--- src/sv/tds_pkg.sv ---
package tds_pkg;

	localparam int ADC_W  = 12;
	localparam int TEMP_W = 12;
	localparam int V_W    = 18;
	localparam int RAW_W  = 18;
	localparam int COMP_W = 15;
	localparam int K_W    = 16;
	localparam int DSR_W  = 12;
	localparam int DVD_W  = 28;
	localparam int CURVE_STAGES = 7;

	localparam logic [K_W-1:0]    K_RESET   = 16'd4096;
	localparam logic [K_W-1:0]    K_MAX     = 16'd40959;
	localparam logic [COMP_W-1:0] CURVE_MAX = 15'd22400;

	typedef struct packed {
		logic [ADC_W-1:0]         adc_sample;
		logic signed [TEMP_W-1:0] temperature_sixteenths;
	} tds_in_t;

	typedef struct packed {
		logic [V_W-1:0]    probe_voltage;
		logic [RAW_W-1:0]  raw_tds;
		logic [COMP_W-1:0] compensated_tds;
	} tds_out_t;

	typedef struct packed {
		logic [V_W-1:0] v;
		logic           neg;
	} tds_side_t;

endpackage

--- src/sv/tds_div.sv ---
module tds_div import tds_pkg::*; (
	input  logic             clk,
	input  logic             arst_n,
	input  logic             en,
	input  logic             in_vld,
	input  tds_side_t        in_side,
	input  logic [DSR_W-1:0] in_dsr,
	output logic             out_vld,
	output tds_side_t        out_side,
	output logic [DVD_W-1:0] out_quo
);

	logic [DVD_W-1:0] dvd0;

	logic             vld_s  [0:DVD_W];
	tds_side_t        side_s [0:DVD_W];
	logic [DSR_W-1:0] dsr_s  [0:DVD_W];
	logic [DSR_W-1:0] rem_s  [0:DVD_W];
	logic [DVD_W-1:0] dq_s   [0:DVD_W];

	assign dvd0 = {10'd0, in_side.v} * 28'd800 + {17'd0, in_dsr[DSR_W-1:1]};

	always_ff @(posedge clk or negedge arst_n) begin
		if (!arst_n) begin
			vld_s[0] <= 1'b0;
		end else if (en) begin
			vld_s[0] <= in_vld;
		end
	end

	always_ff @(posedge clk) begin
		if (en) begin
			side_s[0] <= in_side;
			dsr_s[0]  <= in_dsr;
			rem_s[0]  <= '0;
			dq_s[0]   <= dvd0;
		end
	end

	// restoring divider, one quotient bit per stage
	for (genvar i = 0; i < DVD_W; i++) begin : g_step
		logic [DSR_W:0] trial;
		logic [DSR_W:0] diff;
		logic           ge;

		assign trial = {rem_s[i], dq_s[i][DVD_W-1]};
		assign diff  = trial - {1'b0, dsr_s[i]};
		assign ge    = (trial >= {1'b0, dsr_s[i]});

		always_ff @(posedge clk or negedge arst_n) begin
			if (!arst_n) begin
				vld_s[i+1] <= 1'b0;
			end else if (en) begin
				vld_s[i+1] <= vld_s[i];
			end
		end

		always_ff @(posedge clk) begin
			if (en) begin
				side_s[i+1] <= side_s[i];
				dsr_s[i+1]  <= dsr_s[i];
				rem_s[i+1]  <= ge ? diff[DSR_W-1:0] : trial[DSR_W-1:0];
				dq_s[i+1]   <= {dq_s[i][DVD_W-2:0], ge};
			end
		end
	end

	assign out_vld  = vld_s[DVD_W];
	assign out_side = side_s[DVD_W];
	assign out_quo  = dq_s[DVD_W];

endmodule

--- config.mk ---
export PLATFORM = sky130hd
export DESIGN_NAME = tds_div
export DESIGN_NICKNAME = d
export VERILOG_FILES = /design/src/sv/tds_pkg.sv /design/src/sv/tds_div.sv
export SDC_FILE = /design/constraint.sdc
export NUM_CORES = 2
export LEC_CHECK = 0
export BUFFER_PORTS_ARGS = -buffer_cell sky130_fd_sc_hd__buf_2
export CAP_MARGIN = 20
export CORE_AREA = 2 2 414 416
export DETAILED_ROUTE_END_ITERATION = 6
export DIE_AREA = 0 0 416 418
export PLACE_DENSITY = 0.71
export SLEW_MARGIN = 0
export SYNTH_ARGS = -nofsm -noshare
export SYNTH_HDL_FRONTEND = slang
export SYNTH_SLANG_ARGS = --single-unit
--- constraint.sdc ---
create_clock -name clk -period 4.7 [get_ports clk]
set_clock_uncertainty 0.15 [all_clocks]
set_input_delay 0.235 -clock clk [delete_from_list [all_inputs] [get_ports clk]]
set_output_delay 0.235 -clock clk [all_outputs]
set_load 0.02 [all_outputs]
Yosys cells after proc, flatten, opt, wreduce, memory -nomap -nowiden --
Memories as Yosys holds them, arrays and structs flattened. Cells that the tools add are included.
Storage, ports and cells: output and inout port bits 48, memories 4, register bits 29, latch bits 0, word-level logic and storage cells 121, memory bits (writable) 2059, input port bits 35, bits in read-only memories 0
Cells by class: reductions and logical operators 0, muxes and demuxes 30, divide/modulo/power cells 0, magnitude comparators 28, $mul 1, shift-type cells 0, bitwise operators 0, eq/ne operators 0, $add $sub $neg 29
Memories:
- dq_s | depth 29, bits a word 28, read ports 29, clocked after memory_dff 0, wr ports 29, RTL line tds_div.sv:19 | logic [DVD_W-1:0] dq_s [0:DVD_W];
- side_s | depth 29, bits a word 19, read ports 29, clocked after memory_dff 0, wr ports 29, RTL line tds_div.sv:16 | tds_side_t side_s [0:DVD_W];
- dsr_s | depth 29, bits a word 12, read ports 28, clocked after memory_dff 0, wr ports 29, RTL line tds_div.sv:17 | logic [DSR_W-1:0] dsr_s [0:DVD_W];
- rem_s | depth 29, bits a word 12, read ports 28, clocked after memory_dff 0, wr ports 29, RTL line tds_div.sv:18 | logic [DSR_W-1:0] rem_s [0:DVD_W];
Operators by type and width (count):
- $ge 13x12->1 | 28
- $mux 12 | 28
- $sub 12x12->12 | 28
- $add 28x11->28 | 1
- $mul 18x5->23 const B | 1
- $mux 1 | 2

Longest topological paths before layout --
An unclocked memory read counts as a cell.
depth in word-level cells 3, gate-level depth with buffers 16, depth with buffers taken out 15

Worst setup path after synthesis --
OpenSTA, ideal clock, no wires.
path type input -> register, start point in in_side[9] (netlist bit), end point mem dq_s[0][27], data pin, data required time 4.282 ns, stages on the path 16, arrival 3.675 ns, path buffers 1, slack 0.607 ns, library setup time 0.268 ns, cells stage by stage ha_1 > ha_1 > inv_1 > fa_1 > inv_1 > ha_1 > buf_6 > a21o_1 > a2111o_1 > a41oi_2 > o31a_1 > o21bai_1 > a21oi_2 > xnor2_1 > nor4_2 > xnor3_1
RTL lines:
- from (decl) | RTL line tds_div.sv:6 | input tds_side_t in_side,
- to (decl) | RTL line tds_div.sv:19

==> impl_metrics.py <==
metrics = {
    "sta": {
        "max_slew_margin": 0.311,
        "hold_violations": 0,
        "finalSetupTns_ps": 0,
        "fin_crit_sh": 0.930,
        "tightestPinTransition_ps": 1030,
        "slew_violations": 0,
        "setup_viol": 0,
        "max_freq_ghz": 0.229,
        "min_period_ps": 4370,
        "rsz0062_at_grt": "false",
    },
    "finish": {
        "final_cells": 7663,
        "syn2layout_area_growth_pct": 13.5,
        "final_layout_size_suffix_gt1_frac": 0.135,
        "fillCellCount": 13400,
        "layout.nets": 5742,
    },
    "yosys": {
        "synth_area_mm2": 0.0791,
        "synth_warnings": 0,
        "syn-num-nets": 5417,
        "ys_seq_elements": 1922,
        "synth.distinct_cells": 70,
        "yosysSeqAreaShare": 0.728,
        "synthCells": 4952,
        "synth_area_per_cell_um2": 16.0,
        "synth_edf_count": 1893,
        "ys.flop_type": "edfxtp_1",
        "synthArstFlopShare": 0.0151,
    },
    "drt": {
        "first_pass_iters": 5,
        "drc": 0,
        "via_per_inst": 5.03,
        "ant_nets": 0,
        "wl_mm": 123,
        "detail_route.wl_per_cell_um": 16.0,
        "drt-initial-drc-count": 2735,
        "num_vias": 38600,
    },
    "clock_network": {
        "path_clk_slew_ps": 60,
        "cts_sinks": 1922,
        "clockRootBuffer": "clkbuf_16",
        "clock_latency_ps": 820,
        "post-cts-setup-buffers": 0,
        "numCtsBuffers": 192,
        "cts_htree_levels": 4,
        "cts_resized": 0,
        "cts_tree": "built",
        "clock_path_buffers": 3,
    },
    "hold_path": {
        "min-delay-path-class": "in2reg",
        "hold_depth": 2,
    },
    "pwr": {
        "peakVddDrop_v": 0.000370,
        "p_leak_nw": 34.3,
        "powerDensity_mw_per_mm2": 584,
    },
    "floorplanning": {
        "die_x_um": 416,
        "initial_core_util": 0.468,
        "ios": 83,
        "core_area_mm2": 0.169,
        "row_count": 151,
        "die_area_mm2": 0.174,
        "die-height_um": 418,
    },
    "critical_path": {
        "start_kind": "input pin",
        "reg2reg_depth": 12,
        "cp_cell_sequence": "dlygate4sd3_1, buf_2, ha_1, ha_1, inv_1, fa_1, inv_1, ha_1, a211oi_1, o21ai_2, o21a_1, o41ai_2, o21ai_1, nor3b_2, o21ai_1, nor4_2, xnor3_1",
        "critPathSlowestCell": "dlygate4sd3_1",
        "path_common_cell": "ha_1",
        "cpLargestDelayFamily": "adder cells",
        "critical_path_depth": 17,
        "crit_fanout": 6,
        "worstSetupEndpointType": "flip-flop",
        "reg2reg_slack_ps": 1110,
        "worstPathRequired_ps": 5080,
        "cp.arrival_ps": 4750,
        "critPathKind": "in2reg",
        "path_buf_inv": 4,
        "crit_path_max_incr_delay_ps": 530,
    },
    "global_route": {
        "grt_pass1_vias": 39100,
        "grt_pass1_wl_mm": 200,
        "grt_max_degree": 131,
        "grt-ovfl-total": 0,
        "antenna_found_initial": 2,
        "grt_util_all_layers": 0.143,
    },
    "placed_design": {
        "gp_congestion": 0.854,
        "port_buffers": 82,
        "hpwl_mm": 81.6,
        "dp_cells": 7243,
    },
    "job": {
        "max_cap_violations": 0,
    },
    "run_status": {
        "status": "finished clean",
    },
}
## area by class of cell
type	instances	area, um2	share of cell area
antenna	1	2.50	0.0000279
clock buffer	219	4940	0.0550
clock inverter	142	1630	0.0181
inverter	607	2280	0.0254
multi-input combinational	2356	18900	0.210
sequential	1922	57600	0.642
tap	2218	2780	0.0309
timing repair buffer	198	1650	0.0184
## synthesized netlist by cell type (all sizes together), types with 5 or more instances
library cell,instances,share of area
a2111oi,11,0.0013
a211oi,15,0.0015
a21boi,43,0.0041
a21o,67,0.0064
a21oi,120,0.0076
a31oi,14,0.0011
a41o,14,0.0018
and2,11,0.00087
and3,17,0.0013
buf,35,0.0030
clkbuf,32,0.0015
dfrtp,29,0.0092
edfxtp,1893,0.72
fa,40,0.010
ha,390,0.062
inv,607,0.029
mux2,257,0.037
mux2i,73,0.0092
nand2,199,0.0094
nand2b,31,0.0025
nand3,41,0.0026
nand4,77,0.0061
nor2,246,0.012
nor2b,70,0.0055
nor3,37,0.0024
nor3b,5,0.00054
nor4,14,0.0012
o2111ai,22,0.0024
o211ai,19,0.0018
o21a,27,0.0026
o21ai,163,0.010
o21ba,13,0.0016
o21bai,12,0.0011
o311ai,15,0.0017
o31ai,24,0.0023
or2,5,0.00040
or3,33,0.0026
xnor2,141,0.016
xor2,63,0.0070
## kinds of logic after synthesis
logic type               after synthesis  share of synthesized area
AO/OA/AOI/OAI                        603                     0.0506
XOR/XNOR                             205                     0.0229
adder cells (fa/ha/maj)              430                     0.0718
buffers and inverters                674                     0.0333
flip-flops                          1922                      0.728
multiplexers                         330                     0.0458
AND/OR/NAND/NOR                      788                     0.0474
## flip-flops by register name, summed over array words and instances, names as in the netlist
| signal | cells |
|---|---|
| rem_s | 324 |
| vld_s | 28 |
| dq_s | 802 |
| out_vld | 1 |
| side_s | 551 |
| dsr_s | 216 |
## stage by stage
step | worst slack, ps | util | cell area [um2] | hold slack, ps | total power [mW]
after CTS | 336 | 0.531 | 89700 | 3.97 | 53.0
after floorplan | 607 | - | 79100 | -211 | 33.7
after global routing | 55.7 | 0.531 | 89700 | 46.3 | 55.5
after detailed placement | 0.0830 | 0.488 | 82600 | 127 | 37.1
final | 330 | 0.531 | 89700 | 71.4 | 52.4
after global placement | 36.7 | 0.488 | 82600 | 115 | 36.7
## power by group
part | internal [mW] | switching [mW] | total (mW)
Combinational | 6.36 | 6.98 | 13.3
Sequential | 22.3 | 1.17 | 23.5
Clock | 9.11 | 6.44 | 15.6
Total | 37.8 | 14.6 | 52.4
## timing repair
item	CTS	global route
setup endpoints to repair	0	0
hold buffers	58	0
endpoints found under the hold margin	164	0
## path summary, 6_finish.rpt
check	start	to
max	in_side[8]	dq_s[0][27]
min	in_side[17]	side_s[0][17]
max reg2reg	dq_s[13][13]	rem_s[0][172]
min reg2reg	dq_s[2][25]	dq_s[3][26]
max in group asynchronous	arst_n	vld_s[22]
min in group asynchronous	arst_n	vld_s[15]
## routing by layer
metal | routed length (um) | vias up | track usage
li1 | - | 19000 | -
met1 | 54100 | 18700 | 0.184
met2 | 59500 | 627 | 0.237
met3 | 5030 | 267 | 0.0281
met4 | 4140 | 0 | 0.0579
met5 | 0 | - | 0
## placed cells by master (no fill, tap or decap), types with 24 or more instances in the layout
cell,n
a21boi_0,41
a21o_1,67
a21oi_1,119
buf_2,81
buf_4,42
bufinv_16,27
clkbuf_1,25
clkbuf_16,193
clkinv_1,28
clkinv_2,45
dfrtp_1,29
dlygate4sd3_1,57
edfxtp_1,1893
fa_1,40
ha_1,390
inv_1,607
mux2_2,256
mux2i_1,73
nand2_1,199
nand2b_1,31
nand3_1,41
nand4_1,77
nor2_1,246
nor2b_1,70
nor3_1,36
o21a_1,27
o21ai_0,152
o31ai_1,24
or3_1,33
xnor2_1,141
xor2_1,63
Note: power is estimated with default switching activity, not from simulation.
