[src/sv/tds_pkg.sv]
package tds_pkg;

	localparam int ADC_W  = 12;
	localparam int TEMP_W = 12;
	localparam int V_W    = 18;
	localparam int RAW_W  = 18;
	localparam int COMP_W = 15;
	localparam int K_W    = 16;
	localparam int DSR_W  = 12;
	localparam int DVD_W  = 28;
	localparam int CURVE_STAGES = 7;

	localparam logic [K_W-1:0]    K_RESET   = 16'd4096;
	localparam logic [K_W-1:0]    K_MAX     = 16'd40959;
	localparam logic [COMP_W-1:0] CURVE_MAX = 15'd22400;

	typedef struct packed {
		logic [ADC_W-1:0]         adc_sample;
		logic signed [TEMP_W-1:0] temperature_sixteenths;
	} tds_in_t;

	typedef struct packed {
		logic [V_W-1:0]    probe_voltage;
		logic [RAW_W-1:0]  raw_tds;
		logic [COMP_W-1:0] compensated_tds;
	} tds_out_t;

	typedef struct packed {
		logic [V_W-1:0] v;
		logic           neg;
	} tds_side_t;

endpackage

[src/sv/tds_curve.sv]
module tds_curve import tds_pkg::*; (
	input  logic             clk,
	input  logic             arst_n,
	input  logic             en,
	input  logic             in_vld,
	input  logic [V_W-1:0]   v_in,
	input  logic             sat_in,
	input  logic [K_W-1:0]   k_gain,
	output logic             out_vld,
	output logic [RAW_W-1:0] g_out
);

	localparam logic signed [31:0] S_BIAS = 32'sd838402048;
	localparam logic signed [50:0] Q_BIAS = {3'd0, 16'd42870, 32'd0};
	localparam logic [51:0]        Y_RND  = 52'd13421772800;
	localparam logic [21:0]        W_SAT  = 22'd560025;
	// ceil(2^25 / 25), exact for the clamped range
	localparam logic [20:0]        RECIP25 = 21'd1342178;

	logic [6:0] vld_s;

	logic [30:0]        m6671;
	logic signed [50:0] sv;
	logic signed [50:0] q;
	logic [32:0]        q16;
	logic [50:0]        p;
	logic [51:0]        ysum;
	logic [21:0]        w;
	logic [40:0]        wm;
	logic [COMP_W-1:0]  y;
	logic [31:0]        g;

	logic signed [31:0] s_s1;
	logic [V_W-1:0]     v_s1, v_s2, v_s3;
	logic               sat_s1, sat_s2, sat_s3, sat_s4, sat_s5;
	logic signed [50:0] sv_s2;
	logic [32:0]        q16_s3;
	logic [50:0]        p_s4;
	logic [19:0]        w_s5;
	logic [COMP_W-1:0]  y_s6;
	logic [RAW_W-1:0]   g_s7;

	always_ff @(posedge clk or negedge arst_n) begin
		if (!arst_n) begin
			vld_s <= '0;
		end else if (en) begin
			vld_s <= {vld_s[5:0], in_vld};
		end
	end

	assign m6671 = {13'd0, v_in} * 31'd6671;
	assign sv    = s_s1 * $signed({1'b0, v_s1});
	assign q     = sv_s2 + Q_BIAS;
	assign q16   = q[50] ? 33'd0 : q[48:16];
	assign p     = {33'd0, v_s3} * {18'd0, q16_s3};
	assign ysum  = {1'b0, p_s4} + Y_RND;
	assign w     = ysum[51:30];
	assign wm    = {21'd0, w_s5} * {20'd0, RECIP25};
	assign y     = sat_s5 ? CURVE_MAX : wm[39:25];
	assign g     = {17'd0, y_s6} * {16'd0, k_gain} + 32'd2048;

	always_ff @(posedge clk) begin
		if (en) begin
			s_s1   <= $signed({1'b0, m6671}) - S_BIAS;
			v_s1   <= v_in;
			sat_s1 <= sat_in;

			sv_s2  <= sv;
			v_s2   <= v_s1;
			sat_s2 <= sat_s1;

			q16_s3 <= q16;
			v_s3   <= v_s2;
			sat_s3 <= sat_s2;

			p_s4   <= p;
			sat_s4 <= sat_s3;

			w_s5   <= w[19:0];
			sat_s5 <= sat_s4 || (w >= W_SAT);

			y_s6   <= y;

			g_s7   <= g[29:12];
		end
	end

	assign out_vld = vld_s[6];
	assign g_out   = g_s7;

endmodule

[config.mk]
export PLATFORM = sky130hd
export DESIGN_NAME = tds_curve
export DESIGN_NICKNAME = d
export VERILOG_FILES = /design/src/sv/tds_pkg.sv /design/src/sv/tds_curve.sv
export SDC_FILE = /design/constraint.sdc
export NUM_CORES = 2
export LEC_CHECK = 0
export BUFFER_PORTS_ARGS = -buffer_cell sky130_fd_sc_hd__buf_4
export CORE_UTILIZATION = 50
export DETAILED_ROUTE_END_ITERATION = 10
export GPL_ROUTABILITY_DRIVEN = 0
export PLACE_DENSITY = 0.65
export SLEW_MARGIN = 20
export SYNTH_ARGS = -nofsm -noshare
export SYNTH_HDL_FRONTEND = slang
export SYNTH_SLANG_ARGS = --single-unit
[constraint.sdc]
create_clock -name clk -period 11 [get_ports clk]
set_input_delay 2.2 -clock clk [delete_from_list [all_inputs] [get_ports clk]]
set_output_delay 2.2 -clock clk [all_outputs]
set_load 0.02 [all_outputs]
; ---- After elaboration in Yosys (flattened, before gate mapping)
; Cells that the tools add are included.
[totals]
wordCells = 27
in_bits = 39
regBits = 286
output_inout_bits = 19
[classes]
n_lt_le_gt_ge = 1
add_sub_neg = 4
reduce_logical = 1
mul = 5
[ops]
columns = cell, n
row1 = 51-bit by 34-bit adder with 52-bit output (second input constant), 1
row2 = 51-bit by 49-bit adder with 51-bit output (second input constant), 1
row3 = 18-bit by 33-bit multiplier with 51-bit output, 1
row4 = 32-bit by 19-bit multiplier with 51-bit output, 1
row5 = 20-bit by 20-bit multiplier with 39-bit output (second input constant), 1
row6 = 31-bit by 30-bit subtractor with 32-bit output (second input constant), 1
row7 = 18-bit by 13-bit multiplier with 31-bit output (second input constant), 1
row8 = 30-bit by 12-bit adder with 30-bit output (second input constant), 1
row9 = 15-bit by 16-bit multiplier with 30-bit output, 1
row10 = 22-bit by 20-bit greater-or-equal comparator with 1-bit output (second input constant), 1
row11 = 1-bit logical OR, 1

; ---- Longest topological paths before layout
[depth]
word_depth = 3
mapped_depth = 26
ltp_nobuf = 24

; ---- Worst setup path before layout
; Ideal clock, no wire load.
[synth_timing]
path_type = input to register
start = in k_gain[10]
end = reg g_s7[9] (netlist: g_out[9]), data pin
path_stages = 20
t_required_ns = 10.742
n_path_buf = 1
path_slack_ns = 3.035
arrival_ns = 7.708
setup_time_ns = 0.258
cell_sequence = clkbuf_1 nand2_1 fa_1 inv_1 fa_1 inv_1 fa_1 fa_1 inv_1 fa_1 fa_1 ha_1 a211o_1 a211oi_1 nor3_1 a211o_1 a2111oi_1 o31ai_1 a21oi_1 xnor2_1
[synth_between]
elab_chain_len = 2
[synth_lines]
columns = item, line
row1 = start: declaration, tds_curve.sv:8  ; input logic [K_W-1:0] k_gain,
row2 = 15-bit by 16-bit multiplier with 30-bit output, tds_curve.sv:60  ; assign g = {17'd0, y_s6} * {16'd0, k_gain} + 32'd2048;
row3 = 30-bit by 12-bit adder with 30-bit output, tds_curve.sv:60
row4 = net g[21], tds_curve.sv:31  ; logic [31:0] g;
row5 = end signal: assignment, tds_curve.sv:84  ; g_s7 <= g[29:12];
row6 = end: declaration, tds_curve.sv:41  ; logic [RAW_W-1:0] g_s7;
; The timed path passes the listed nets, and every way through them passes these cells.
; A chain may end at the register's enable or synchronous reset.

; ---- Worst setup path after layout
[layout_timing]
start = reg v_s1[4]
end = reg sv_s2[42], data pin
[layout_between]
elab_chain_len = 1
[layout_lines]
columns = item, line
row1 = start: declaration, tds_curve.sv:34  ; logic [V_W-1:0] v_s1, v_s2, v_s3;
row2 = start signal: assignment, tds_curve.sv:65  ; v_s1 <= v_in;
row3 = 32-bit by 19-bit multiplier with 51-bit output, tds_curve.sv:52  ; assign sv = s_s1 * $signed({1'b0, v_s1});
row4 = net sv[42], tds_curve.sv:23  ; logic signed [50:0] sv;
row5 = end signal: assignment, tds_curve.sv:68  ; sv_s2 <= sv;
row6 = end: declaration, tds_curve.sv:36  ; logic signed [50:0] sv_s2;
; The timed path passes the listed nets, and every way through them passes these cells.

==> impl_metrics.csv <==
group,metric,value,unit
outcome,outcome,"complete, no violations",
clock_network,cts_tree,"built",
global_route,grt_pass1_wl,254000,um
sta,holdWs,0.396,ns
yosys,yosys-top-cells-area,"fa_1, ha_1, edfxtp_1",
die,die_x,362,um
yosys,netlist.area_leader.share,44.4,%
critical_path,reg2reg_from,"v_s1[4]",
critical_path,ff2ff_path_depth,18,
critical_path,critPathMaxStageDelay,0.87,ns
min_path,holdCritStartpoint,"v_s2[3]",
placement,port_buffers,57,
run,cap_violations,0,
min_path,whs_endpoint,"v_s3[3]",
yosys,synth_area_leader_cell,"fa_1",
yosys,synth-simple-area-share,13.4,%
yosys,yosys-mux-area-fraction,0.185,%
drt,drt.antenna.violating_nets,0,
sta,fin_skew,0.0443,ns
cells_and_area,drive_gt1_share,2.98,%
global_route,antenna_found_initial,1,
drt,initialDrtViolationCount,2549,
yosys,netlist_instances,6673,
yosys,synth-adder-area-share,58.0,%
die,core,128000,um^2
sta,finalMaxSlewViolations,0,
drt,drt_wl_total,152000,um
sta,fmax,126,MHz
yosys,synthArstFlopShare,2.92,%
yosys,syn_area_per_cell,9.73,um^2
sta,tns,0,ns
yosys,yosysWarnings,0,
cells_and_area,area_growth,4.92,%
yosys,ys_seq_area_share,11.0,%
cells_and_area,n_antenna_cell,0,
critical_path,path_cells,"buf_4, nand2_1, fa_1, fa_1, fa_1, fa_1, inv_1, fa_1, fa_1, ha_1, nand3_1, nor4b_1, nor3_1, a32oi_1, a41oi_2, o21ai_0, a31oi_1, a311o_1",
critical_path,required,11.36,ns
yosys,synth_area,64900,um^2
critical_path,crit_buf_inv,2,
critical_path,critPathKind,"reg2reg",
critical_path,cpMaxStageDelayCell,"edfxtp_1",
die,die_h,362,um
sta,rsz0062_at_grt,"no",
yosys,synth_nets,8859,
global_route,grtUsageTotal,24.4,%
yosys,synth_xor_area_share,2.11,%
critical_path,rr_endpoint,"sv_s2[42]",
critical_path,crit_path_frequent_cell,"fa_1",
die,io-pin-count,58,
critical_path,crit_family,"adder cells",
critical_path,arrival,8.28,ns
drt,dr_total_vias,43600,
yosys,yosysMostFrequentCell,"inv_1",
global_route,grt_overflow_total,0,
clock_network,cts_sinks,240,
clock_network,cts_resized,0,
sta,hold_viol,0,
drt,drc,0,
min_path,hold_path.class,"reg2reg",
sta,max_slew_margin,33.4,%
yosys,synth_compound_area_share,3.67,%
yosys,synth_top_family_by_area,"adder cells",
clock_network,numCtsBuffers,30,
die,placementRows,131,
cells_and_area,fin_nets,8772,
die,start_util,50.6,%
drt,routedWlPerCell,18.2,um
clock_network,cts_buffer_depth,3,
yosys,ys_seq_elements,240,
min_path,hold_depth,0,
sta,min_period,7.92,ns
sta,post-route-period-util,72.0,%
yosys,yosysUniqueCellTypes,77,
yosys,synth-edff-count,233,
yosys,synthTopCellsByCount,"inv_1, fa_1, nand2_1",
critical_path,start_kind,"flop",
placement,hpwl,118000,um
drt,routed_via_density,5.23,
sta,finalSetupViolCount,0,
critical_path,reg2reg_slack,3.08,ns
die,die_area,131000,um^2
critical_path,cp-end-kind,"flop",
clock_network,post-cts-setup-buffer-count,0,
drt,firstDrtPassIters,5,
global_route,grt_max_degree,163,
clock_network,clk_latency,0.62,ns
sta,worst_pin_slew,0.999,ns
yosys,synth_ff_type,"edfxtp_1",
clock_network,cts-root-buf,"clkbuf_16",
clock_network,htree_num_levels,1,
critical_path,cp_max_fo,20,
clock_network,postCtsHoldBufs,0,
clock_network,clk_pin_slew,0.06,ns
cells_and_area,fin_util,53.1,%
cells_and_area,fillers,11700,
global_route,grt_pass1_vias,48600,
[through the flow]
step	cell area (um^2)	setup WS (ns)	cells
floorplan	64900	3.03	6673
global placement	67100	2.67	8283
detailed placement	67100	2.60	8283
CTS	68100	3.11	8339
global route	68100	2.77	8339
finish	68100	3.08	8339
[routing by layer]
layer,global-route usage [%],part of all wire [%],vias to the layer above
met4,4.67,1.9,0
li1,-,-,19600
met3,3.33,6.6,222
met5,0,0,-
met1,34.1,44,22500
met2,40.8,47,1274
[area by class of cell]
type	instances	area (um^2)	share of cell area, %
multi-input cells	4446	50300	73.8
well taps	1729	2160	3.18
inverters	1752	6580	9.66
clock inverters	22	249	0.366
flip-flops and latches	240	7170	10.5
repair buffers	116	891	1.31
clock buffers	34	766	1.12
[cell families after synthesis]
family | Yosys count
xor gates and xnor gates | 154
muxes | 11
and+or+nand+nor | 1785
adders and majority gates | 2147
DFF | 240
buffers and inverters | 1987
AOI/OAI and AO/OA | 349
[sequential cells by signal, summed over array words and instances, names as in the netlist]
signal,count
y_s6,15
sat_s2,1
v_s1,17
sat_s5,1
s_s1,32
p_s4,22
g_out,18
v_s3,18
q16_s3,33
sat_s4,1
v_s2,18
sat_s3,1
w_s5,20
sat_s1,1
vld_s,7
sv_s2,35
[worst max path at each step]
stage | cells after the start | endpoint | slack [ns] | start
after floorplan | 20 | g_out[9] | 3.03 | k_gain[10]
after global placement | 20 | g_out[16] | 2.67 | k_gain[10]
after detailed placement | 20 | g_out[16] | 2.60 | k_gain[10]
after CTS | 18 | sv_s2[42] | 3.11 | v_s1[4]
after global routing | 18 | sv_s2[42] | 2.77 | v_s1[4]
final | 18 | sv_s2[42] | 3.08 | v_s1[4]
[placed cells by master, fill, tap and decap left out, drive strengths merged, types with 48 or more instances in the layout]
| cell | synthesis | final |
|---|---|---|
| edfxtp | 233 | 233 |
| and2 | 625 | 625 |
| nand2 | 870 | 870 |
| o21ai | 48 | 48 |
| fa | 1440 | 1440 |
| xnor2 | 100 | 100 |
| inv | 1752 | 1754 |
| a21o | 51 | 51 |
| xor2 | 54 | 54 |
| nor2 | 93 | 93 |
| ha | 707 | 707 |
| buf | 1 | 116 |
| a21oi | 93 | 93 |
Power is not shown: default switching activity piles up to over one toggle a cycle in this logic, so the estimate is an artifact.
