[config.mk]
export PLATFORM = sky130hd
export DESIGN_NAME = tds_vconv
export DESIGN_NICKNAME = d
export VERILOG_FILES = /design/src/sv/tds_pkg.sv /design/src/sv/tds_vconv.sv
export SDC_FILE = /design/constraint.sdc
export NUM_CORES = 1
export LEC_CHECK = 0
export BUFFER_PORTS_ARGS = -buffer_cell sky130_fd_sc_hd__buf_2
export CAP_MARGIN = 20
export CORE_ASPECT_RATIO = 2
export CORE_MARGIN = 10
export CORE_UTILIZATION = 51
export CTS_BUF_LIST = sky130_fd_sc_hd__clkbuf_16
export DETAILED_ROUTE_END_ITERATION = 7
export GPL_ROUTABILITY_DRIVEN = 0
export PLACE_DENSITY = 0.7
export SYNTH_ARGS = -nofsm -noshare
export SYNTH_HDL_FRONTEND = slang
export SYNTH_SLANG_ARGS = --single-unit
[constraint.sdc]
create_clock -name clk -period 12.7 [get_ports clk]
set_input_delay 2.54 -clock clk [delete_from_list [all_inputs] [get_ports clk]]
set_output_delay 2.54 -clock clk [all_outputs]
set_load 0.05 [all_outputs]
[src/sv/tds_pkg.sv]
package tds_pkg;

	localparam int ADC_W  = 12;
	localparam int TEMP_W = 12;
	localparam int V_W    = 18;
	localparam int RAW_W  = 18;
	localparam int COMP_W = 15;
	localparam int K_W    = 16;
	localparam int DSR_W  = 12;
	localparam int DVD_W  = 28;
	localparam int CURVE_STAGES = 7;

	localparam logic [K_W-1:0]    K_RESET   = 16'd4096;
	localparam logic [K_W-1:0]    K_MAX     = 16'd40959;
	localparam logic [COMP_W-1:0] CURVE_MAX = 15'd22400;

	typedef struct packed {
		logic [ADC_W-1:0]         adc_sample;
		logic signed [TEMP_W-1:0] temperature_sixteenths;
	} tds_in_t;

	typedef struct packed {
		logic [V_W-1:0]    probe_voltage;
		logic [RAW_W-1:0]  raw_tds;
		logic [COMP_W-1:0] compensated_tds;
	} tds_out_t;

	typedef struct packed {
		logic [V_W-1:0] v;
		logic           neg;
	} tds_side_t;

endpackage

[src/sv/tds_vconv.sv]
module tds_vconv import tds_pkg::*; (
	input  logic             clk,
	input  logic             arst_n,
	input  logic             en,
	input  logic             in_vld,
	input  tds_in_t          in_item,
	output logic             out_vld,
	output tds_side_t        out_side,
	output logic [DSR_W-1:0] out_dsr
);

	// floor(2^44 / 13650)
	localparam logic [30:0] RECIP = 31'd1288804838;

	logic [15:0] s11;
	logic [31:0] num;
	logic [62:0] prod;

	logic                     vld_s1;
	logic [62:0]              prod_s1;
	logic [31:0]              num_s1;
	logic signed [TEMP_W-1:0] temp_s1;

	logic [V_W-1:0]     q0;
	logic [31:0]        qm;
	logic [31:0]        rem;
	logic [V_W-1:0]     v;
	logic signed [12:0] d;
	logic               neg;
	logic               zero;
	logic [DSR_W-1:0]   dsr;

	assign s11  = {4'd0, in_item.adc_sample} * 16'd11;
	assign num  = {s11, 16'd0} + 32'd6825;
	assign prod = {31'd0, num} * {32'd0, RECIP};

	always_ff @(posedge clk or negedge arst_n) begin
		if (!arst_n) begin
			vld_s1  <= 1'b0;
			out_vld <= 1'b0;
		end else if (en) begin
			vld_s1  <= in_vld;
			out_vld <= vld_s1;
		end
	end

	always_ff @(posedge clk) begin
		if (en) begin
			prod_s1 <= prod;
			num_s1  <= num;
			temp_s1 <= in_item.temperature_sixteenths;
		end
	end

	// quotient estimate is exact or one low
	assign q0   = prod_s1[61:44];
	assign qm   = {14'd0, q0} * 32'd13650;
	assign rem  = num_s1 - qm;
	assign v    = q0 + {17'd0, (rem >= 32'd13650)};
	assign d    = {temp_s1[TEMP_W-1], temp_s1} + 13'sd400;
	assign neg  = d[12];
	assign zero = (d == 13'sd0);
	// zero or negative factor divides by 800 to give V back
	assign dsr  = (neg || zero) ? 12'd800 : d[DSR_W-1:0];

	always_ff @(posedge clk) begin
		if (en) begin
			out_side.v   <= v;
			out_side.neg <= neg;
			out_dsr      <= dsr;
		end
	end

endmodule

After elaboration in Yosys (flattened, before gate mapping):

Index checks and enable logic that the tools add are counted.

* register bits after elaboration: 138
* input bits: 28
* output and inout bits: 32
* word-level logic and storage cells: 18

* add/sub/neg operators: 4
* $mul: 3
* $lt $le $gt $ge: 1
* reduce and logical (&&, ||, !) cells: 2

Operators with widths (count)
* 32-bit by 30-bit multiplier with 61-bit output (second input constant): 1
* 32-bit by 13-bit adder with 32-bit output (second input constant): 1
* 32-bit by 14-bit greater-or-equal comparator with 1-bit output (second input constant): 1
* 32-bit subtractor: 1
* 18-bit by 13-bit multiplier with 31-bit output (second input constant): 1
* 18-bit by 1-bit adder with 18-bit output: 1
* 12-bit by 4-bit multiplier with 16-bit output (second input constant): 1
* 12-bit by 10-bit adder with 13-bit output (second input constant): 1
* 13-bit zero test: 1
* 1-bit logical OR: 1

Longest topological paths before layout:

Gate-level depths: netlist of the first run.

* depth in word-level cells: 4
* mapped depth: 41
* depth with buffers taken out: 41

Least setup slack after synthesis of the first run:

No wires, ideal clock.

* path kind: input to register
* from: input port in_item[13] (netlist bit)
* to: register prod_s1[61], data pin
* setup time: 0.260 ns
* arrival time: 11.560 ns
* data required time: 12.440 ns
* slack: 0.881 ns
* cell stages on the path: 40
* buffers on the path: 0
* cell sequence: ha_1 -> fa_1 -> ha_1 -> nor2b_1 -> o21ai_0 -> a21boi_0 -> o21ai_0 -> a21oi_1 -> o21ai_0 -> nand2b_1 -> a21o_1 -> nand2_1 -> nand2b_1 -> xor2_1 -> ha_1 -> fa_1 -> fa_1 -> inv_1 -> (+4 left out) -> fa_1 -> inv_1 -> fa_1 -> inv_1 -> fa_1 -> inv_1 -> ha_1 -> a21o_1 -> a21o_1 -> a21oi_1 -> o22ai_1 -> a22o_1 -> a41o_1 -> a22o_1 -> a2111o_1 -> a31oi_1 -> o21bai_1 -> xnor2_1

* longest elaborated chain between the ends: 3

RTL lines
* start, declared: RTL line tds_vconv.sv:6 `input tds_in_t in_item,`
* 12-bit by 4-bit multiplier with 16-bit output: RTL line tds_vconv.sv:33 `assign s11 = {4'd0, in_item.adc_sample} * 16'd11;`
* 32-bit by 13-bit adder with 32-bit output: RTL line tds_vconv.sv:34 `assign num = {s11, 16'd0} + 32'd6825;`
* via num[28]: RTL line tds_vconv.sv:16 `logic [31:0] num;`
* 32-bit by 30-bit multiplier with 61-bit output: RTL line tds_vconv.sv:35 `assign prod = {31'd0, num} * {32'd0, RECIP};`
* via prod[61]: RTL line tds_vconv.sv:17 `logic [62:0] prod;`
* end signal, assigned: RTL line tds_vconv.sv:49 `prod_s1 <= prod;`
* end, declared: RTL line tds_vconv.sv:20 `logic [62:0] prod_s1;`

The timed path passes the listed nets, and every way through them passes these cells.
A chain may end at the register's enable or synchronous reset.

Worst setup path in the final report of the first run:

Same ends and word-level chain as after synthesis.

==> results of run 1 <==
## cell families (layout without fill, tap and decap cells)
group,count (synthesis),count (layout),synth area share (%)
fa+ha+maj,665,665,56.5
buf+inv,482,574,10.0
simple gates,231,231,6.42
compound gates,230,230,8.55
xor+xnor,103,103,4.96
flops,79,79,13.0
mux,9,9,0.523
## Yosys cell counts (3+ instances only)
cell type,number,area [sq um]
sky130_fd_sc_hd__inv_1,474,1780
sky130_fd_sc_hd__nand2b_1,12,75.1
sky130_fd_sc_hd__o21ai_1,4,20.0
sky130_fd_sc_hd__a21oi_1,56,280
sky130_fd_sc_hd__mux2i_1,5,50.1
sky130_fd_sc_hd__o211ai_1,7,52.6
sky130_fd_sc_hd__clkbuf_1,5,18.8
sky130_fd_sc_hd__a22o_1,3,26.3
sky130_fd_sc_hd__nand3_1,16,80.1
sky130_fd_sc_hd__ha_1,405,5070
sky130_fd_sc_hd__nand4_1,12,75.1
sky130_fd_sc_hd__a2111oi_0,3,26.3
sky130_fd_sc_hd__nor3_1,18,90.1
sky130_fd_sc_hd__o221ai_1,3,26.3
sky130_fd_sc_hd__xor2_1,44,385
sky130_fd_sc_hd__o22ai_1,5,31.3
sky130_fd_sc_hd__a21boi_0,6,45.0
sky130_fd_sc_hd__and4_1,4,35.0
sky130_fd_sc_hd__and3_1,8,50.1
sky130_fd_sc_hd__a21o_1,36,270
sky130_fd_sc_hd__o31ai_1,3,22.5
sky130_fd_sc_hd__edfxtp_1,77,2310
sky130_fd_sc_hd__nor2_1,59,221
sky130_fd_sc_hd__and2_1,13,81.3
sky130_fd_sc_hd__o21a_1,8,60.1
sky130_fd_sc_hd__o21ai_0,40,200
sky130_fd_sc_hd__o21bai_1,8,60.1
sky130_fd_sc_hd__a211oi_1,8,60.1
sky130_fd_sc_hd__a221o_1,4,40.0
sky130_fd_sc_hd__nor4_1,4,25.0
sky130_fd_sc_hd__fa_1,260,5200
sky130_fd_sc_hd__a311oi_1,4,35.0
sky130_fd_sc_hd__xnor2_1,59,517
sky130_fd_sc_hd__nand2_1,50,188
sky130_fd_sc_hd__mux2_2,3,33.8
sky130_fd_sc_hd__nor2b_1,10,62.6
sky130_fd_sc_hd__or2_2,4,25.0
sky130_fd_sc_hd__a31oi_1,9,56.3
sky130_fd_sc_hd__or3_1,10,62.6
## worst max-delay path, delay by kind of cell
kind	cells	cell delay, ps
AOI/OAI and AO/OA	16	3330
xor gates and xnor gates	2	340
adders and majority gates	12	5000
buffers and inverters	4	490
and+or+nand+nor	4	410
## state kept, by name (all words and copies together) (netlist names)
register and count:
out_vld 1, out_dsr 12, prod_s1 18, vld_s1 1, temp_s1 12, out_side 19
num_s1 16
## worst paths after layout
check / slack [ps] / end / cells past startpoint
max: 670 / prod_s1[61]$_DFFE_PP_ / 38
min: 510 / out_vld$_DFFE_PN0P_ / 1
max reg2reg: 2510 / out_side[17]$_DFFE_PP_ / 37
min reg2reg: 510 / out_vld$_DFFE_PN0P_ / 1
max in group asynchronous: 10650 / out_vld$_DFFE_PN0P_ / 1
min in group asynchronous: 1960 / vld_s1$_DFFE_PN0P_ / 1
## layer usage
| layer | share of wire [%] | GRT usage [%] | wire length (um) |
|---|---|---|---|
| met5 | 0 | 0 | 0 |
| met1 | 30 | 18.5 | 14500 |
| met3 | 3.5 | 2.77 | 1700 |
| met2 | 56 | 43.9 | 27200 |
| met4 | 11 | 20.5 | 5290 |
## layout make-up
class                      count  area share, %
timing repair buffer          85           2.53
clock buffer                   9           1.16
sequential                    79           12.1
tap                          445           2.86
clock inverter                 6          0.475
multi-input combinational   1238           71.7
inverter                     474           9.12
## through the flow
step,hold WS [ps],worst slack (ps),std cells,util (%),cell area [sq um]
2_1_floorplan,475,881,1799,-,18200
3_3_place_gp,483,447,2321,54.7,19200
3_5_place_dp,494,345,2321,54.7,19200
4_1_cts,508,697,2336,55.6,19500
5_1_grt,513,195,2336,55.6,19500
6_report,506,673,2336,55.6,19500
==> metrics.yaml, run 1 <==
setup_path:
  cpMostUsedCell: "sky130_fd_sc_hd__ha_1"
  critPathSlowestCell: "sky130_fd_sc_hd__ha_1"
  setup.worst_path.class: "primary input to flip-flop"
  critical_path.reg2reg.startpoint: "prod_s1[45]$_DFFE_PP_"
  crit_path_max_fanout: 6
  worst_ep_arrival_time_ps: 12130
  endpoint_kind: "flip-flop"
  timing.critical_path.required_ps: 12800
  startpoint_class: "primary input"
  max_stage_delay_ps: 580
  setup.worst_path.start: "in_item[13]"
sta:
  slew_viol_final: 0
  worst_slew_pin_slew_ps: 1060
  fmax_ghz: 0.0831
  setup_viol: 0
  fin_worst_skew_ps: 9.37
  rsz0062_at_grt: "false"
  finalWorstPathRequiredPeriod_ps: 12030
  setup-tns-final_ps: 0
  maxSlewHeadroom_pct: 29.6
  layout_worst_path_cycle_share_pct: 94.7
  report.final.hold_viol_count: 0
yosys:
  synth.lib_cells_used.distinct: 71
  synth_enable_flop_cells: 77
  ys_seq_area_share_pct: 13.0
  synthesis.instances: 1799
  postSynth.topFlopCell: "sky130_fd_sc_hd__edfxtp_1"
  synthArstFlopShare_pct: 2.53
  synth_seq_cells: 79
  syn-cell-area_sq_um: 18200
  yosysWarnings: 0
  average_size_of_a_mapped_cell_sq_um: 10.1
  syn-num-nets: 2492
floorplan:
  core_area_sq_um: 35100
  die_h_um: 287
  floorplan.die.width_um: 153
  floorplan.die_area_sq_um: 44000
  num_io_pins: 60
  fp-row-count: 97
  start_util_pct: 51.8
drt:
  detail_route.drc_violations: 0
  avgRoutedWirePerCell_um: 20.8
  postRouteWirelength_um: 48700
  first_iter_violations: 559
  route.detailed.vias_per_inst: 5.66
  drt.antenna.violating_nets: 0
  drt_pass1_iterations: 5
  via_count_of_the_routed_design: 13200
finish:
  final_layout_size_suffix_gt1_share_pct: 5.98
  diodes: 0
  syn2layout_area_growth_pct: 7.28
  fin_nets: 2580
  most_common_library_cell_in_the_layout_ignoring_fill_and_taps: "sky130_fd_sc_hd__inv_1"
  multi_input_combinational_cell_area_sq_um: 14000
  final.fill_count: 3052
  layout_common_cells: "sky130_fd_sc_hd__inv_1 (474), sky130_fd_sc_hd__ha_1 (405), sky130_fd_sc_hd__fa_1 (260)"
  seqCellArea_sq_um: 2360
place:
  detailed_placer_s_ending_hpwl_um: 42100
  port-buffer-count: 59
global_route:
  antenna_found_initial: 0
  grt_pass1_vias: 14900
  grt_start_max_net_pins: 80
  globalRouteOverflowTotal: 0
  grt_first_pass_wirelength_um: 76900
  gr-usage-all-layers_pct: 22.4
cts:
  post-cts-setup-buffer-count: 0
  cts_tree: "done"
  ctsRootBufferMaster: "sky130_fd_sc_hd__clkbuf_16"
  clk-insertion-delay-late_ps: 350
  clock_sinks: 79
  postCtsResizedCells: 0
  clock_slew_at_reported_path_ffs_ps: 60
  max-clock-path-buffers: 2
  cts_hold_repair.buffers: 0
  h_tree_levels: 3
  cts-buffers-inserted: 9
worst_hold_path:
  class_of_the_worst_hold_path: "flip-flop to flip-flop"
  hold_start: "out_vld$_DFFE_PN0P_"
run:
  total_of_max_cap_violations: 0
outcome:
  result_of_the_run: "completed"
Power of run 1 is left out: the tool's default activity adds up to more than one toggle a clock period on the data nets, which glitch-free logic cannot reach.
==> run 2, diff against run 1 <==
--- a/config.mk
+++ b/config.mk
@@ -9,11 +9,11 @@
 export CAP_MARGIN = 20
 export CORE_ASPECT_RATIO = 2
 export CORE_MARGIN = 10
-export CORE_UTILIZATION = 51
+export CORE_UTILIZATION = 52
 export CTS_BUF_LIST = sky130_fd_sc_hd__clkbuf_16
 export DETAILED_ROUTE_END_ITERATION = 7
 export GPL_ROUTABILITY_DRIVEN = 0
-export PLACE_DENSITY = 0.7
+export PLACE_DENSITY = 0.71
 export SYNTH_ARGS = -nofsm -noshare
 export SYNTH_HDL_FRONTEND = slang
 export SYNTH_SLANG_ARGS = --single-unit
==> run 2 against run 1 <==
- critical path depth increased by 3
- utilization increased by 1.1 points
- worst hold slack about the same
- via count decreased by 0.31%
- wire length decreased by 3.3%
- cell count about the same
- clock skew increased by 1.5 ps
- first-iteration DRC count increased by 5.5%
- fmax increased by 0.22%
- worst setup slack improved by 27 ps
- die area decreased by 1.7%
- non-clock buffer count increased by 4
==> metrics.yaml, run 2 (same netlist as run 1, synthesis figures left out) <==
global_route:
  antenna_found_initial: 0
  grt_first_pass_wirelength_um: 75900
  grt_start_max_net_pins: 80
  gr-usage-all-layers_pct: 22.2
  grt_pass1_vias: 14900
  globalRouteOverflowTotal: 0
setup_path:
  crit_path_max_fanout: 4
  setup.worst_path.class: "primary input to flip-flop"
  endpoint_kind: "flip-flop"
  worst_path_dominant_cell_family: "adder cells"
  timing.critical_path.required_ps: 12810
  worst_ep_arrival_time_ps: 12110
  max_stage_delay_ps: 540
  critPathSlowestCell: "sky130_fd_sc_hd__fa_1"
  cp.buffers_inverters: 7
  cpMostUsedCell: "sky130_fd_sc_hd__fa_1"
  startpoint_class: "primary input"
cts:
  postCtsResizedCells: 0
  ctsRootBufferMaster: "sky130_fd_sc_hd__clkbuf_16"
  cts_hold_repair.buffers: 0
  cts_tree: "done"
  post-cts-setup-buffer-count: 0
  max-clock-path-buffers: 2
  cts-buffers-inserted: 9
  h_tree_levels: 3
  clock_slew_at_reported_path_ffs_ps: 60
  clock_sinks: 79
  clk-insertion-delay-late_ps: 360
finish:
  layout_common_cells: "sky130_fd_sc_hd__inv_1 (475), sky130_fd_sc_hd__ha_1 (405), sky130_fd_sc_hd__fa_1 (260)"
  fin_nets: 2584
  final.fill_count: 2948
  largest_register_ffs: 19
  most_common_library_cell_in_the_layout_ignoring_fill_and_taps: "sky130_fd_sc_hd__inv_1"
  largestRegisters: "out_side (19), prod_s1 (18), num_s1 (16)"
  max_flop_register: "out_side"
  multi_input_combinational_cell_area_sq_um: 14000
  syn2layout_area_growth_pct: 7.47
  final_layout_size_suffix_gt1_share_pct: 6.22
  diodes: 0
  seqCellArea_sq_um: 2360
drt:
  postRouteWirelength_um: 47100
  drt.antenna.violating_nets: 0
  drt_pass1_iterations: 5
  avgRoutedWirePerCell_um: 20.1
  via_count_of_the_routed_design: 13200
  detail_route.drc_violations: 0
  first_iter_violations: 590
  route.detailed.vias_per_inst: 5.64
place:
  detailed_placer_s_ending_hpwl_um: 41200
  port-buffer-count: 59
sta:
  maxSlewHeadroom_pct: 25.5
  setup-tns-final_ps: 0
  slew_viol_final: 0
  finalWorstPathRequiredPeriod_ps: 12000
  fmax_ghz: 0.0833
  rsz0062_at_grt: "false"
  whs_ps: 506
  layout_worst_path_cycle_share_pct: 94.5
  setup_viol: 0
  fin_worst_skew_ps: 10.9
  worst_slew_pin_slew_ps: 1110
  report.final.hold_viol_count: 0
floorplan:
  floorplan.die_area_sq_um: 43300
  start_util_pct: 52.7
  core_area_sq_um: 34500
  die_h_um: 284
  num_io_pins: 60
  floorplan.die.width_um: 152
  fp-row-count: 96
worst_hold_path:
  class_of_the_worst_hold_path: "flip-flop to flip-flop"
outcome:
  result_of_the_run: "completed"
run:
  total_of_max_cap_violations: 0
-- run 2: cell count changes in the layout (fill, tap and decap cells not counted) --
| cell | before | now |
|---|---|---|
| sky130_fd_sc_hd__inv_8 | 0 | 1 |
| sky130_fd_sc_hd__clkinv_2 | 0 | 1 |
| sky130_fd_sc_hd__inv_6 | 2 | 1 |
| sky130_fd_sc_hd__a2111oi_0 | 3 | 2 |
| sky130_fd_sc_hd__buf_4 | 27 | 31 |
| sky130_fd_sc_hd__a2111oi_2 | 1 | 2 |
| sky130_fd_sc_hd__inv_1 | 474 | 475 |
| sky130_fd_sc_hd__clkinvlp_4 | 2 | 1 |
-- run 2: final cells by class --
| class | count | share of cell area, % |
|---|---|---|
| inverter | 474 | 9.11 |
| sequential | 79 | 12.1 |
| tap | 441 | 2.82 |
| timing repair buffer | 89 | 2.68 |
| clock inverter | 7 | 0.493 |
| multi-input combinational | 1238 | 71.7 |
| clock buffer | 9 | 1.15 |
-- run 2: worst paths after layout --
kind | startpoint | to | slack [ps] | cells past startpoint
setup / recovery | in_item[13] | prod_s1[61]$_DFFE_PP_ | 700 | 41
hold / removal | vld_s1$_DFFE_PN0P_ | vld_s1$_DFFE_PN0P_ | 510 | 1
setup reg to reg | prod_s1[45]$_DFFE_PP_ | out_side[17]$_DFFE_PP_ | 2470 | 37
hold reg to reg | vld_s1$_DFFE_PN0P_ | vld_s1$_DFFE_PN0P_ | 510 | 1
max in group asynchronous | arst_n | out_vld$_DFFE_PN0P_ | 10650 | 1
min in group asynchronous | arst_n | vld_s1$_DFFE_PN0P_ | 1950 | 1
-- run 2: per-layer routing --
layer	GRT usage [%]	vias to the layer above	routed length, um
li1	-	6060	-
met1	18.7	6520	14300
met2	43.1	386	26200
met3	3.09	209	1640
met4	20.3	0	4970
met5	0	-	0
-- run 2: through the flow --
step	cells	cell area [sq um]	util [%]	setup slack [ps]
5_1_grt	2337	19500	56.7	65.0
2_1_floorplan	1799	18200	-	881
4_1_cts	2337	19500	56.6	563
3_5_place_dp	2321	19200	55.7	196
6_report	2337	19500	56.7	700
3_3_place_gp	2321	19200	55.7	435
Power of run 2 is left out for the same reason.
